$ cat src/rtl/cstk_pkg.sv
// ----------------------------------------------------------------------------
// cstk_pkg: shared definitions for the coordinate stack
// Sizes, command and status codes, and the types passed between the control
// logic and the row of stack cells.
// ----------------------------------------------------------------------------
package cstk_pkg;

	// Sizes
	localparam int STACK_DEPTH = 64;
	localparam int COORD_BITS  = 16;
	localparam int CNT_W       = $clog2(STACK_DEPTH + 1);

	// Stream payload widths, padded to whole bytes
	localparam int IN_BITS  = 2 + 2 * COORD_BITS;
	localparam int IN_W     = ((IN_BITS + 7) / 8) * 8;
	localparam int OUT_BITS = 2 * COORD_BITS + 1 + 2;
	localparam int OUT_W    = ((OUT_BITS + 7) / 8) * 8;

	// Command codes
	typedef enum logic [1:0] {
		OP_PUSH   = 2'd0,
		OP_PEEK   = 2'd1,
		OP_POP    = 2'd2,
		OP_SEARCH = 2'd3
	} op_e_t;

	// Result status codes
	typedef enum logic [1:0] {
		ST_OK    = 2'd0,
		ST_EMPTY = 2'd1,
		ST_FULL  = 2'd2
	} status_e_t;

	// Control sequencer states
	typedef enum logic [1:0] {
		S_IDLE = 2'd0,
		S_EVAL = 2'd1,
		S_OUT  = 2'd2
	} state_e_t;

	// One stored coordinate pair
	typedef struct packed {
		logic signed [COORD_BITS-1:0] y;
		logic signed [COORD_BITS-1:0] x;
	} pair_t;

	// Control broadcast to every cell
	typedef struct packed {
		logic  shift_dn;  // push: every entry moves one cell deeper
		logic  shift_up;  // pop: every entry moves one cell toward the top
		logic  search;    // compare the key against the held entry
		pair_t key;       // pair being pushed or searched for
	} cell_ctrl_t;

endpackage

$ cat src/rtl/cstk_cell.sv
// ----------------------------------------------------------------------------
// cstk_cell: one slot of the shifting stack
// Holds one pair, takes its neighbor's pair on push or pop, and registers
// whether its pair equals the search key.
// ----------------------------------------------------------------------------
module cstk_cell (
	input  logic                 clk,
	input  logic                 arst_n,
	input  cstk_pkg::cell_ctrl_t ctrl,
	input  logic                 occupied,   // this slot holds a pushed pair
	input  cstk_pkg::pair_t      pair_above, // neighbor nearer the top
	input  cstk_pkg::pair_t      pair_below, // neighbor deeper in the stack
	output cstk_pkg::pair_t      pair_q,
	output logic                 match_s1
);

	// Stored pair: shifts down on push, up on pop
	always_ff @(posedge clk) begin
		if (ctrl.shift_dn) begin
			pair_q <= pair_above;
		end else if (ctrl.shift_up) begin
			pair_q <= pair_below;
		end
	end

	// Local comparator, registered
	always_ff @(posedge clk or negedge arst_n) begin
		if (!arst_n) begin
			match_s1 <= 1'b0;
		end else begin
			match_s1 <= ctrl.search && occupied && (pair_q == ctrl.key);
		end
	end

endmodule

$ cat config.mk
export PLATFORM = sky130hd
export DESIGN_NAME = cstk_cell
export DESIGN_NICKNAME = d
export VERILOG_FILES = /design/src/rtl/cstk_pkg.sv /design/src/rtl/cstk_cell.sv
export SDC_FILE = /design/constraint.sdc
export NUM_CORES = 1
export LEC_CHECK = 0
export ABC_CLOCK_PERIOD_IN_PS = 2900
export BUFFER_PORTS_ARGS = -buffer_cell sky130_fd_sc_hd__buf_2
export CAP_MARGIN = 20
export CELL_PAD_IN_SITES_DETAIL_PLACEMENT = 1
export CELL_PAD_IN_SITES_GLOBAL_PLACEMENT = 2
export CORE_MARGIN = 4
export CORE_UTILIZATION = 24
export CTS_CLUSTER_DIAMETER = 200
export DETAILED_ROUTE_END_ITERATION = 8
export MAX_ROUTING_LAYER = met4
export PLACE_DENSITY_LB_ADDON = 0.15
export SLEW_MARGIN = 5
export SYNTH_ARGS = -nofsm -noshare
export SYNTH_HDL_FRONTEND = slang
export SYNTH_SLANG_ARGS = --single-unit
$ cat constraint.sdc
create_clock -name clk -period 2.9 [get_ports clk]
set_input_delay 0.29 -clock clk [delete_from_list [all_inputs] [get_ports clk]]
set_output_delay 0.29 -clock clk [all_outputs]
set_load 0.05 [all_outputs]
==> results.toml, run 1 <==
[hold_path]
worstHoldPathCells = 2
min_to = "pair_q[15]"
hold_class = "in2reg"
hold_start = "pair_below[15]"

[worst_setup_path]
crit_required_ns = 3.10
endpoint_kind = "flop"
r2r-start = "pair_q[8]"
worst-endpoint-arrival_ns = 1.65
path_max_fanout = 2
r2r_slack_ns = 1.45
crit_path_start_kind = "flop"
r2r-end = "match_s1"
critical_path_class = "reg2reg"
reg2reg_depth = 4

[die]
initial_utilization_pct = 25.0
num_rows = 30
core_um2 = 6910
io_pins = 135
die_w_um = 92.9
die_area_um2 = 8630
fp.dieH_um = 92.9

[power_and_ir_drop]
leakagePower_nw = 1.16
total_power_mw = 1.38
irDropWorstVdd_mv = 0.259
p_per_area_nw_per_um2 = 529

[timing]
finalHoldViolations = 0
slew_headroom_pct = 47.0
setup_viol = 0
slew_viol_final = 0
fin_crit_ns = 1.45
tightest_slew_ns = 0.795
finClkSkew_ns = 0.00415
fmax_mhz = 690
period_share_pct = 50.0
setup-tns-final_ns = 0
rsz0062_at_grt = "no"

[logic_synthesis]
synth_cells = 114
synth_edf_count = 32
ys_types = 13
ys_ff_latch = 33
synth.largest_area_cell = "edfxtp_1"
synthTopCellsByCount = "edfxtp_1, mux2_2, xnor2_1, xor2_1"
yosysWarnings = 0
synth_area_um2 = 1730
synth_nets = 216
syn_avg_cell_area_um2 = 15.2
synth.top_cell.area_share_pct = 55.6
ys_seq_area_share_pct = 57.0
ys_top_cells_by_area = "edfxtp_1, mux2_2, xnor2_1"
async_reset_ff_share_pct = 3.03
synth_ff_type = "edfxtp_1"

[cts]
postCtsSetupRepairBufs = 0
cts_buffers = 5
cts_tree = "yes"
clk_pin_slew_ns = 0.07
htree_levels = 2
cts_buffer_depth = 2
worstSkewPairLatency_ns = 0.28
clock_sinks = 33
root_buffer = "clkbuf_8"

[global_route]
antenna_found_initial = 0
grt_pass1_wl_um = 7900
grt_pass1_vias = 1585
gr-usage-all-layers_pct = 12.5
grt_overflow = 0
grt_max_degree = 33

[detailed_routing]
routed_via_density = 4.12
routedWlPerCell_um = 15.5
vias = 1443
final_antenna_net_count = 0
drc = 0
routed_wl_um = 5420
firstDrtPassIters = 3
drt_iter0_drc = 24

[cells_and_area]
nets = 355
area_growth_pct = 50.4
n_antenna_cell = 0
final_layout_size_suffix_gt1_share_pct = 68.9

[place]
gp_congestion = 0.748
placement.io_buffers = 134

[run]
maxCapViolCount = 0

[outcome]
status = "completed"
layout by cell type, fill, tap and decap left out:
cell type / Yosys / final
dlygate4sd3_1: 0 / 1
edfxtp_1: 32 / 32
or2_2: 1 / 1
or4_1: 1 / 1
clkinv_2: 0 / 1
mux2_2: 32 / 32
buf_2: 3 / 134
buf_4: 0 / 1
nor4_1: 4 / 4
nand4_1: 4 / 4
clkbuf_8: 0 / 5
xor2_1: 16 / 16
nor3_2: 1 / 1
xnor2_1: 16 / 16
nand3_1: 2 / 2
dfrtp_1: 1 / 1
clkinv_1: 0 / 2
worst max-delay path, cell delays in order (launching register included):
cell and delay (ns):
edfxtp_1 0.40, xnor2_1 0.18, nand4_1 0.15, or4_1 0.51, nor3_2 0.12
routing by layer:
layer,global-route usage (%),part of all wire [%]
met5,-,0
met4,3.30,0.59
met3,3.57,7.6
met2,21.7,51
met1,14.1,41
cell type report:
cell class / count / area, um2
clock buffer: 5 / 68.8
clock inverter: 3 / 12.5
fill: 820 / 4310
multi-input combinational: 77 / 724
sequential: 33 / 986
tap: 96 / 120
timing repair buffer: 136 / 688
what timing repair did:
action / CTS / global route
gates resized for setup: 0 / 0
hold buffers: 1 / 0
endpoints found under the hold margin: 1 / 0
metrics by stage:
step,hold WS [ns],cell area (um2),util [%],setup slack (ns),std cells
after floorplan,-0.00559,1730,-,1.29,114
after global placement,0.0706,2510,36.3,1.41,341
after detailed placement,0.0655,2510,36.3,1.42,341
after CTS,0.288,2600,37.6,1.40,350
after global routing,0.293,2600,37.6,1.33,350
final,0.305,2600,37.6,1.45,350
where the power goes:
part	switching (mW)	internal, mW
Sequential	0.0339	0.585
Clock	0.172	0.162
Combinational	0.270	0.152
Total	0.476	0.899
cell families after synthesis:
logic type | after synthesis | synth area share [%]
AND/OR/NAND/NOR | 13 | 4.85
flip-flops | 33 | 57.0
XOR/XNOR | 32 | 16.2
multiplexers | 32 | 20.8
buffers and inverters | 4 | 1.08
registers in the layout (all words and copies together) (netlist names):
signal and flops:
pair_q 32, match_s1 1
worst max path at each step:
stage,start,endpoint
2_1_floorplan,pair_q[15],match_s1
5_1_grt,pair_q[27],match_s1
3_5_place_dp,ctrl[34],pair_q[16]
3_3_place_gp,ctrl[27],match_s1
6_report,pair_q[8],match_s1
4_1_cts,pair_q[27],match_s1
Power figures use the tool's default switching activity.
==> run 2: changes to the inputs <==
--- a/config.mk
+++ b/config.mk
@@ -5,13 +5,13 @@
 export SDC_FILE = /design/constraint.sdc
 export NUM_CORES = 1
 export LEC_CHECK = 0
-export ABC_CLOCK_PERIOD_IN_PS = 2900
+export ABC_CLOCK_PERIOD_IN_PS = 1300
 export BUFFER_PORTS_ARGS = -buffer_cell sky130_fd_sc_hd__buf_2
 export CAP_MARGIN = 20
 export CELL_PAD_IN_SITES_DETAIL_PLACEMENT = 1
 export CELL_PAD_IN_SITES_GLOBAL_PLACEMENT = 2
 export CORE_MARGIN = 4
-export CORE_UTILIZATION = 24
+export CORE_UTILIZATION = 20
 export CTS_CLUSTER_DIAMETER = 200
 export DETAILED_ROUTE_END_ITERATION = 8
 export MAX_ROUTING_LAYER = met4
==> constraint.sdc (replaced) <==
create_clock -name clk -period 1.3 [get_ports clk]
set_input_delay 0.13 -clock clk [delete_from_list [all_inputs] [get_ports clk]]
set_output_delay 0.13 -clock clk [all_outputs]
set_load 0.05 [all_outputs]
==> run 2 against run 1 <==
The flow now finishes with violations (setup timing). Final cell count rose by 3.4%. Largest cell class unchanged. Total power rose by 120%. Setup slack got worse by 1.6 ns.
==> results.toml, run 2 (synthesized netlist as in run 1, its figures left out) <==
[cts]
htree_levels = 2
cts_buffers = 5
root_buffer = "clkbuf_8"
worstSkewPairLatency_ns = 0.28
postCtsSetupRepairBufs = 0
clk_pin_slew_ns = 0.07
cts_tree = "yes"
clock_sinks = 33
cts_buffer_depth = 2

[global_route]
grt_pass1_vias = 1650
grt_max_degree = 33
antenna_found_initial = 0
use_met2_pct = 21.0
busiest_layer = "met2"
use_met3_pct = 3.18
gr-usage-all-layers_pct = 11.0
met1_usage_pct = 11.0
grt_overflow = 0
grt_pass1_wl_um = 8260

[timing]
setup_viol = 1
setup-tns-final_ns = -0.123
rsz0062_at_grt = "yes"
fin_hold_ws_ns = 0.150
tightest_slew_ns = 0.490
fin_crit_ns = 1.42
finalHoldViolations = 0
fmax_mhz = 703
finClkSkew_ns = 0.00552
slew_viol_final = 0
slew_headroom_pct = 67.3
fin_ws_ns = -0.123
period_share_pct = 109

[cells_and_area]
area_growth_pct = 54.3
final_layout_size_suffix_gt1_share_pct = 70.4
nets = 359
largest_register_ffs = 32
final_common_cell = "buf_2"
top_register = "pair_q"
nFillCells = 945
n_antenna_cell = 0
utilization_pct = 32.2
fin_cells = 362
mostFrequentLayoutCells = "buf_2, mux2_2, edfxtp_1"
reg_top3 = "pair_q x32, match_s1 x1"

[detailed_routing]
firstDrtPassIters = 3
routed_wl_um = 5550
drt_iter0_drc = 20
routed_via_density = 4.01
routedWlPerCell_um = 15.3
vias = 1453
drc = 0
final_antenna_net_count = 0

[worst_setup_path]
worst-endpoint-arrival_ns = 1.62
path_max_fanout = 2
endpoint_kind = "flop"
crit_path_start_kind = "flop"
critical_path_class = "reg2reg"
crit_required_ns = 1.50

[die]
core_um2 = 8300
die_w_um = 101
die_area_um2 = 10200
fp.dieH_um = 101
initial_utilization_pct = 20.8
io_pins = 135
num_rows = 33

[power_and_ir_drop]
p_per_area_nw_per_um2 = 1160
leakagePower_nw = 1.19
irDropWorstVdd_mv = 0.541

[run]
maxCapViolCount = 0

[hold_path]
hold_class = "in2reg"

[place]
gp_congestion = 0.727
dp_cells = 354
dp_hpwl_um = 4570
placement.io_buffers = 134

[outcome]
status = "finished with violations"
failed_checks = "setup timing"
[run 2: cell types whose count changed in the layout (fill, tap and decap cells not counted), sizes merged]
| cell | previous run | this run |
|---|---|---|
| clkbuf | 5 | 6 |
| clkinv | 3 | 1 |
| buf | 135 | 139 |
[run 2: stage by stage]
step	instance area, um2	power [mW]	setup WS (ns)
floorplan	1730	2.03	-0.314
global placement	2560	2.38	-0.106
detailed placement	2560	2.38	-0.154
CTS	2650	3.15	-0.184
global route	2670	3.25	-0.221
finish	2670	3.08	-0.123
[run 2: report_power, final]
part           internal (mW)  switching, mW  leakage (nW)
clock network          0.361          0.366        0.0387
logic                  0.363          0.622         0.806
registers               1.30         0.0686         0.340
[run 2: metal layers]
metal  vias to the layer above  part of all wire, %  routed length (um)
met5                         -                    0                   0
met4                         0                0.072                   4
met3                         2                  6.4                 357
met2                        61                   58                3200
met1                       681                   36                1990
li1                        709                    -                   -
[run 2: path summary, 6_finish.rpt]
| kind | startpoint | end | slack, ns | cells after the start |
|---|---|---|---|---|
| worst max register to register | pair_q[7] | match_s1 | -0.12 | 4 |
| worst max-delay path | pair_q[7] | match_s1 | -0.12 | 4 |
| min in group asynchronous | arst_n | match_s1 | 0.18 | 2 |
| worst min register to register | pair_q[2] | match_s1 | 0.61 | 3 |
| max in group asynchronous | arst_n | match_s1 | 1.04 | 2 |
| worst min-delay path | pair_above[19] | pair_q[19] | 0.15 | 2 |
[run 2: final cells by class]
type	count	area, um2	area share [%]
clock buffer	6	72.6	2.72
clock inverter	1	3.75	0.141
multi-input combinational	77	744	27.9
sequential	33	986	36.9
tap	105	131	4.92
timing repair buffer	140	731	27.4
[run 2: what timing repair did]
item / in CTS / in global routing
endpoints found under the setup margin: 1 / 1
hold endpoints to repair: 1 / 0
pin swaps: 1 / 1
resized for setup: 0 / 3
hold buffers: 1 / 0
[run 2: worst max-delay path, cell delays in order (launching register included)]
cell and delay (ns):
edfxtp_1 0.43, xnor2_2 0.15, nand4_1 0.12, or4_4 0.55, nor3_2 0.10
